--- src/hdl/plfr_pkg.sv ---
// Shared types and constants of the face reconstruction block.
// No dependencies; imported by every module of the block.
package plfr_pkg;

  localparam int unsigned DATA_W = 32;   // Q16.16 cell and face values
  localparam int unsigned DIFF_W = DATA_W + 1;

  // Limiter selection codes
  typedef enum logic [1:0] {
    LIM_ZERO    = 2'd0,
    LIM_CENTRED = 2'd1,
    LIM_MINMOD  = 2'd2,
    LIM_MC      = 2'd3
  } limiter_e;

  localparam limiter_e LIM_RESET = LIM_MINMOD;

  // Three-cell stencil, a oldest
  typedef struct packed {
    logic signed [DATA_W-1:0] a;
    logic signed [DATA_W-1:0] b;
    logic signed [DATA_W-1:0] c;
  } stencil_t;

  // Stage register contents handed to the limiter
  typedef struct packed {
    logic     valid;
    stencil_t st;
  } stage_t;

endpackage

--- src/hdl/plfr_window.sv ---
// Cell window (last two values and fill count) plus the stencil stage register.
// Depends on plfr_pkg.
module plfr_window import plfr_pkg::*; (
  input  logic              clk_i,
  input  logic              rst_ni,
  input  logic              in_valid_i,
  output logic              in_stall_o,
  input  logic [DATA_W-1:0] cell_value_i,
  input  logic              row_start_i,
  input  logic              advance_i,
  output stage_t            stage_o
);

  logic [DATA_W-1:0] prev_q, prev_prev_q;
  logic [1:0]        fill_q, fill_d, fill_eff;
  logic              accept, emit;
  logic              stage_valid_q;
  stencil_t          stage_st_q;
  stage_t            stage_d;

  // Hold an item only while the stage is full and cannot move on
  assign in_stall_o = stage_valid_q && !advance_i;
  assign accept     = in_valid_i && !in_stall_o;

  // Restart the row count on row start, saturate at two held cells
  always_comb begin
    fill_eff = row_start_i ? 2'd0 : fill_q;
    emit     = (fill_eff == 2'd2);
    fill_d   = emit ? 2'd2 : fill_eff + 2'd1;
  end

  // Load the stage with a full stencil or drain it
  always_comb begin
    stage_d.valid = stage_valid_q;
    stage_d.st    = stage_st_q;
    if (accept) begin
      stage_d.valid = emit;
      stage_d.st.a  = prev_prev_q;
      stage_d.st.b  = prev_q;
      stage_d.st.c  = cell_value_i;
    end else if (advance_i) begin
      stage_d.valid = 1'b0;
    end
  end

  always_ff @(posedge clk_i or negedge rst_ni) begin
    if (!rst_ni) begin
      fill_q        <= 2'd0;
      prev_q        <= '0;
      prev_prev_q   <= '0;
      stage_valid_q <= 1'b0;
    end else begin
      stage_valid_q <= stage_d.valid;
      if (accept) begin
        fill_q      <= fill_d;
        prev_prev_q <= prev_q;
        prev_q      <= cell_value_i;
      end
    end
  end

  // Stencil payload needs no reset
  always_ff @(posedge clk_i) begin
    stage_st_q <= stage_d.st;
  end

  assign stage_o.valid = stage_valid_q;
  assign stage_o.st    = stage_st_q;

endmodule

--- src/hdl/plfr_limiter.sv ---
// Limited slope of the middle cell and the two rounded, saturated face values.
// Depends on plfr_pkg; purely combinational.
module plfr_limiter import plfr_pkg::*; (
  input  stencil_t          st_i,
  input  limiter_e          mode_i,
  output logic [DATA_W-1:0] upper_o,
  output logic [DATA_W-1:0] lower_o
);

  localparam int unsigned S4_W   = DIFF_W + 3;  // four times the slope
  localparam int unsigned FACE_W = DATA_W + 6;  // face in 1/8 LSB units
  localparam int unsigned MIN_W  = DIFF_W + 3;

  logic signed [DATA_W-1:0] a, b, c;
  logic signed [DIFF_W-1:0] dl, dr, dc;
  logic [DIFF_W-1:0]        abs_dl, abs_dr, abs_dc;
  logic                     same;
  logic [MIN_W-1:0]         t_dc, t_dr, t_dl, m_rl, m_all;
  logic signed [S4_W-1:0]   mag, s4;
  logic signed [FACE_W-1:0] b8, up8, lo8, up_r, lo_r;

  // Saturate a rounded face to the signed 32-bit range
  function automatic logic [DATA_W-1:0] sat(input logic signed [FACE_W-1:0] v);
    logic hi_ok;
    hi_ok = (v[FACE_W-1:DATA_W-1] == '0) || (v[FACE_W-1:DATA_W-1] == '1);
    if (hi_ok) begin
      sat = v[DATA_W-1:0];
    end else if (v[FACE_W-1]) begin
      sat = {1'b1, {(DATA_W-1){1'b0}}};
    end else begin
      sat = {1'b0, {(DATA_W-1){1'b1}}};
    end
  endfunction

  // Exact one-sided and centred differences
  always_comb begin
    a      = st_i.a;
    b      = st_i.b;
    c      = st_i.c;
    dl     = DIFF_W'(b) - DIFF_W'(a);
    dr     = DIFF_W'(c) - DIFF_W'(b);
    dc     = DIFF_W'(c) - DIFF_W'(a);
    abs_dl = dl[DIFF_W-1] ? DIFF_W'(-dl) : DIFF_W'(dl);
    abs_dr = dr[DIFF_W-1] ? DIFF_W'(-dr) : DIFF_W'(dr);
    abs_dc = dc[DIFF_W-1] ? DIFF_W'(-dc) : DIFF_W'(dc);
    same   = (dl != '0) && (dr != '0) && (dl[DIFF_W-1] == dr[DIFF_W-1]);
  end

  // Monotonized-central magnitude: min(2|dc|, 8|dr|, 8|dl|) in quarter units
  always_comb begin
    t_dc  = MIN_W'({abs_dc, 1'b0});
    t_dr  = {abs_dr, 3'b000};
    t_dl  = {abs_dl, 3'b000};
    m_rl  = (t_dr < t_dl) ? t_dr : t_dl;
    m_all = (t_dc < m_rl) ? t_dc : m_rl;
    mag   = $signed(S4_W'(m_all));
  end

  // Select four times the limited slope
  always_comb begin
    case (mode_i)
      LIM_CENTRED: s4 = S4_W'(dc) <<< 1;
      LIM_MINMOD: begin
        if (!same) begin
          s4 = '0;
        end else if (abs_dl < abs_dr) begin
          s4 = S4_W'(dl) <<< 2;
        end else if (abs_dr < abs_dl) begin
          s4 = S4_W'(dr) <<< 2;
        end else begin
          s4 = '0;
        end
      end
      LIM_MC:  s4 = !same ? '0 : (dc[DIFF_W-1] ? -mag : mag);
      default: s4 = '0;
    endcase
  end

  // Round to nearest with ties up (add half, floor), then saturate
  always_comb begin
    b8      = FACE_W'(b) <<< 3;
    up8     = b8 + FACE_W'(s4) + FACE_W'(4);
    lo8     = b8 - FACE_W'(s4) + FACE_W'(4);
    up_r    = up8 >>> 3;
    lo_r    = lo8 >>> 3;
    upper_o = sat(up_r);
    lower_o = sat(lo_r);
  end

endmodule

--- src/hdl/plm_limited_face_reconstruction.sv ---
// Piecewise-linear face reconstruction with a selectable slope limiter.
// Takes one signed Q16.16 cell value per item and, once a row holds three
// cells, gives the middle cell's upper and lower face values. Rate: one item
// per cycle while the input is not stalled; an item that completes a stencil
// is loaded into the stencil stage register when accepted and its result into
// the output register once that register is free or being drained, with the
// limiter and rounding logic between them. With the output stalled the block
// holds two results and then stalls its input. The first two items of a row
// (and after reset) give no result. Write limiter_mode only while idle.
// Depends on plfr_pkg, plfr_window and plfr_limiter.
module plm_limited_face_reconstruction import plfr_pkg::*; (
  input  logic              clk_i,
  input  logic              rst_ni,
  // item in
  input  logic              in_valid_i,
  output logic              in_stall_o,
  input  logic [DATA_W-1:0] cell_value_i,
  input  logic              row_start_i,
  // result out
  output logic              out_valid_o,
  input  logic              out_stall_i,
  output logic [DATA_W-1:0] upper_face_value_o,
  output logic [DATA_W-1:0] lower_face_value_o,
  // limiter mode register
  input  logic              cfg_valid_i,
  output logic              cfg_ready_o,
  input  logic [1:0]        cfg_data_i
);

  limiter_e          mode_q;
  stage_t            stage;
  logic              advance;
  logic              out_valid_q;
  logic [DATA_W-1:0] upper_q, lower_q, upper_d, lower_d;

  // Mode register, always writable
  assign cfg_ready_o = 1'b1;

  always_ff @(posedge clk_i or negedge rst_ni) begin
    if (!rst_ni) begin
      mode_q <= LIM_RESET;
    end else if (cfg_valid_i && cfg_ready_o) begin
      mode_q <= limiter_e'(cfg_data_i);
    end
  end

  // Output register free or being drained
  assign advance = !out_valid_q || !out_stall_i;

  plfr_window u_window (
    .clk_i        (clk_i),
    .rst_ni       (rst_ni),
    .in_valid_i   (in_valid_i),
    .in_stall_o   (in_stall_o),
    .cell_value_i (cell_value_i),
    .row_start_i  (row_start_i),
    .advance_i    (advance),
    .stage_o      (stage)
  );

  plfr_limiter u_limiter (
    .st_i    (stage.st),
    .mode_i  (mode_q),
    .upper_o (upper_d),
    .lower_o (lower_d)
  );

  // Result register: load on advance, hold while stalled
  always_ff @(posedge clk_i or negedge rst_ni) begin
    if (!rst_ni) begin
      out_valid_q <= 1'b0;
    end else if (advance) begin
      out_valid_q <= stage.valid;
    end
  end

  always_ff @(posedge clk_i) begin
    if (advance && stage.valid) begin
      upper_q <= upper_d;
      lower_q <= lower_d;
    end
  end

  assign out_valid_o        = out_valid_q;
  assign upper_face_value_o = upper_q;
  assign lower_face_value_o = lower_q;

endmodule

--- config.mk ---
export PLATFORM = sky130hd
export DESIGN_NAME = plm_limited_face_reconstruction
export DESIGN_NICKNAME = d
export VERILOG_FILES = /design/src/hdl/plfr_pkg.sv /design/src/hdl/plfr_window.sv /design/src/hdl/plfr_limiter.sv /design/src/hdl/plm_limited_face_reconstruction.sv
export SDC_FILE = /design/constraint.sdc
export NUM_CORES = 1
export LEC_CHECK = 0
export ABC_AREA = 0
export BUFFER_PORTS_ARGS = -buffer_cell sky130_fd_sc_hd__buf_2
export CELL_PAD_IN_SITES_DETAIL_PLACEMENT = 0
export CELL_PAD_IN_SITES_GLOBAL_PLACEMENT = 1
export CORE_ASPECT_RATIO = 0.5
export CORE_MARGIN = 2
export CORE_UTILIZATION = 44
export DETAILED_ROUTE_END_ITERATION = 12
export GPL_ROUTABILITY_DRIVEN = 0
export GPL_TIMING_DRIVEN = 0
export PLACE_DENSITY_LB_ADDON = 0.1
export SETUP_SLACK_MARGIN = 0.3
export SLEW_MARGIN = 20
export SYNTH_ARGS = -nofsm -noshare
export SYNTH_HDL_FRONTEND = slang
export SYNTH_SLANG_ARGS = --single-unit
--- constraint.sdc ---
create_clock -name clk_i -period 15.1 [get_ports clk_i]
set_clock_uncertainty 0.2 [all_clocks]
set_input_delay 1.51 -clock clk_i [delete_from_list [all_inputs] [get_ports clk_i]]
set_output_delay 1.51 -clock clk_i [all_outputs]
set_load 0.01 [all_outputs]
==> summary.txt <==
Clocking
  – H-tree Lvls: 1
  – CTS buffer count: 21
  – Clock latency on the worst-skew pair: about 610 ps
  – Number of buffers inserted by hold repair at cts: 0
  – CTS Buffer Depth: 3
  – CTS sink cnt: 230
  – Reg clk slew, reported paths: 90 ps
  – CTS tree: done
  – Root buffer cell: clkbuf_16

Cells and area
  – Synth-to-Final Area Change: 30.26%
  – Commonest non-fill, non-tap cell in the layout: buf_4
  – Total area of sequential cells: 6558 sq um
  – Most frequent cells in the layout: buf_4 (286), ha_1 (244), inv_1 (229), nor2_1 (225), nand2_1 (217)
  – Fin area: 34730 sq um
  – Multi-input gate area: 21350 sq um
  – Ant diodes: 0
  – Layout Cells excl Fill: between 4000 and 5000
  – Filler Cell Count: between 5000 and 6000
  – NumNets Final: just under 4000
  – Layout cells sized above 1: 28.03%

Synth
  – Yosys reg bits: between 200 and 250
  – Largest cells by area after synthesis: edfxtp_1 (18%), ha_1 (12%), dfrtp_1 (6.5%)
  – Post-Syn Area: 26670 sq um
  – Yosys top cell by area: edfxtp_1
  – Main synth FF type: edfxtp_1
  – Yosys top cell area share: 18.02%
  – Synth warnings: 0
  – Post-Syn Instances: 3232
  – Post-synth EDFFs: between 150 and 200
  – Synth unique cells: 120
  – Post-synthesis sequential area ratio: 24.59%
  – Post-Syn Area per Cell: 8.250 sq um
  – Syn Nets: 3540
  – Ys async rst share: about 30%

Critical path
  – Worst R2R End: lower_face_value_o[23]
  – Worst Setup End Kind: flip-flop
  – Worst Path Max Fanout: 7
  – Reg2Reg Setup Slack: -230 ps
  – CP Data Arrival Time: 15590 ps
  – WS Path Type: flip-flop to flip-flop
  – CP Launch Type: flip-flop
  – Crit path largest cell delay: 500 ps
  – Worst EP required: 15360 ps
  – Slowest CP cell: a2111o_1
  – Worst r2r path cells: 95
  – Cell with the most instances on the worst path: buf_4
  – Worst reg2reg path startpoint: u_window.stage_o[64]

Detailed routing
  – Post-Route WL: between 90 and 100 mm
  – DRC Markers: 0
  – Routed vias/inst: 5.911
  – TritonRoute pass-1 iters: 5
  – Final ANT Viol Nets: 0
  – Via count: 26580
  – Routed WL per cell: 21.85 microns
  – DR iter-0 viols: 2354

Worst hold path
  – Min-delay src: u_window.prev_q[1]
  – Hold Path Depth: 0
  – Hold Path Class: flip-flop to flip-flop
  – Hold Path End: u_window.stage_o[33]

GRT
  – Vias in the first global route: approximately 25000
  – Initial antenna violation count: 2
  – Largest net degree at the start of global routing: 54
  – Gr ovfl total: 0
  – Total Routing Usage GR: 30.17%
  – First-pass GRT wire length: 145.5 mm

STA
  – Max Freq: 0.06525 GHz
  – Max Slew Vio Count: 0
  – Setup Viol. Count Final: 62
  – Worst Max-Slew Pin Slew: 1418 ps
  – Tmin final: roughly 15000 ps
  – Period utilization: 101.5%
  – Post-route setup slack: -225.2 ps
  – RSZ-0062 raised after global routing: yes
  – Slew Limit Headroom: a little under 5%
  – Final Hold Vio Count: 0

Die
  – Row cnt: 63
  – Die area: 62710 sq um
  – Die Wd: around 350 microns
  – IO Pins: ~110
  – Initial Util: between 40 and 50%
  – Die Y: 178.1 microns
  – Core Box Area: 59590 sq um

Job
  – Max-cap violations: 0

Run status
  – Violated checks: setup timing
  – Outcome: finished with violations

Power and ir drop
  – Lkg Pwr: 14.62 nW
  – PD cells: about 220 nW/um^2
  – Worst VDD drop: 0.1136 mV

Placement
  – Number of port buffers: between 100 and 150
  – HPWL Detailed: about 77 mm
  – Placed Area: approximately 28000 sq um
  – # placed instances: just over 4000
  – DP Worst Slack: -5219 ps
per-layer routing:
| metal | GRT usage [%] | share of wire (%) | up-vias |
|---|---|---|---|
| met5 | 0 | 0 | - |
| met4 | 7.585 | 3.0 | 0 |
| met3 | 5.586 | 9.1 | 179 |
| met2 | 43.65 | 40 | 1075 |
| met1 | 45.61 | 48 | 12580 |
| li1 | - | - | 12750 |
critical path, delay by kind of cell (launching register included):
kind	cells	cell delay [ps]
and+or+nand+nor	14	2520
muxes	3	340
AOI/OAI and AO/OA	17	3370
xor gates and xnor gates	1	120
buffers and inverters	56	7110
adders and majority gates	4	1040
DFF	1	450
power by group:
group          switching [W]  total, W  internal (W)
sequential         0.0000446  0.000875      0.000830
combinational        0.00364   0.00630       0.00266
clock               0.000264  0.000577      0.000312
per-stage QoR:
stage	power [W]	TNS (ps)	util, %	hold slack [ps]
after floorplan	0.004139	0	-	219.4
after global placement	0.005344	-284550	47.38	224.0
after detailed placement	0.005392	-297410	47.64	228.0
after CTS	0.007183	0	55.10	191.1
after global routing	0.008257	-36610	58.29	221.7
final	0.007753	-8366	58.29	196.1
area by class of cell:
cell class	instances	share of cell area [%]
repair buffers	415	9.114
clock inverters	10	0.2738
inverters	241	2.648
clock buffers	28	1.801
well taps	812	2.925
flip-flops and latches	230	18.88
plain buffers	135	2.900
multi-input cells	2626	61.46
worst max path at each step:
stage	cells after the start	start	endpoint
after floorplan	78	u_window.stage_o[38]	lower_face_value_o[1]
after global placement	80	u_window.stage_o[33]	upper_face_value_o[20]
after detailed placement	80	u_window.stage_o[33]	upper_face_value_o[13]
after CTS	85	u_window.stage_o[64]	upper_face_value_o[20]
after global routing	93	u_window.stage_o[33]	lower_face_value_o[17]
final	95	u_window.stage_o[64]	lower_face_value_o[23]
registers in the layout, summed over array words and instances (netlist names):
register                flops
upper_face_value_o         32
u_window.prev_prev_q       32
u_window.prev_q            32
u_window.fill_q             2
mode_q                      2
lower_face_value_o         32
u_window.stage_valid_q      1
u_window.stage_o           96
out_valid_o                 1
synthesized netlist by cell type (all sizes together), types with 37 or more instances:
cell    number
mux2        71
nor2       235
a21o        93
clkbuf      98
o21a        53
ha         264
nor3        79
o21ai      245
nand2      224
nand3       74
a21oi      246
inv        237
nor4        43
xnor2      170
buf         37
edfxtp     160
and3        42
nor2b       42
nand4       50
dfrtp       69
xor2       113
timing repair:
item	4_1_cts	5_1_grt
pin swaps	189	155
gates cloned	8	0
resized for setup	460	234
endpoints found under the setup margin	64	64
setup buffers	208	89
cells by family after synthesis:
family	Yosys count	synth area share, %
multiplexers	94	3.862
XOR/XNOR	283	9.408
AND/OR/NAND/NOR	996	19.37
buffers and inverters	376	5.527
adder cells (fa/ha/maj)	269	12.73
other	1	0.01406
AO/OA/AOI/OAI	983	24.50
flip-flops	230	24.59
Power figures use the tool's default switching activity.
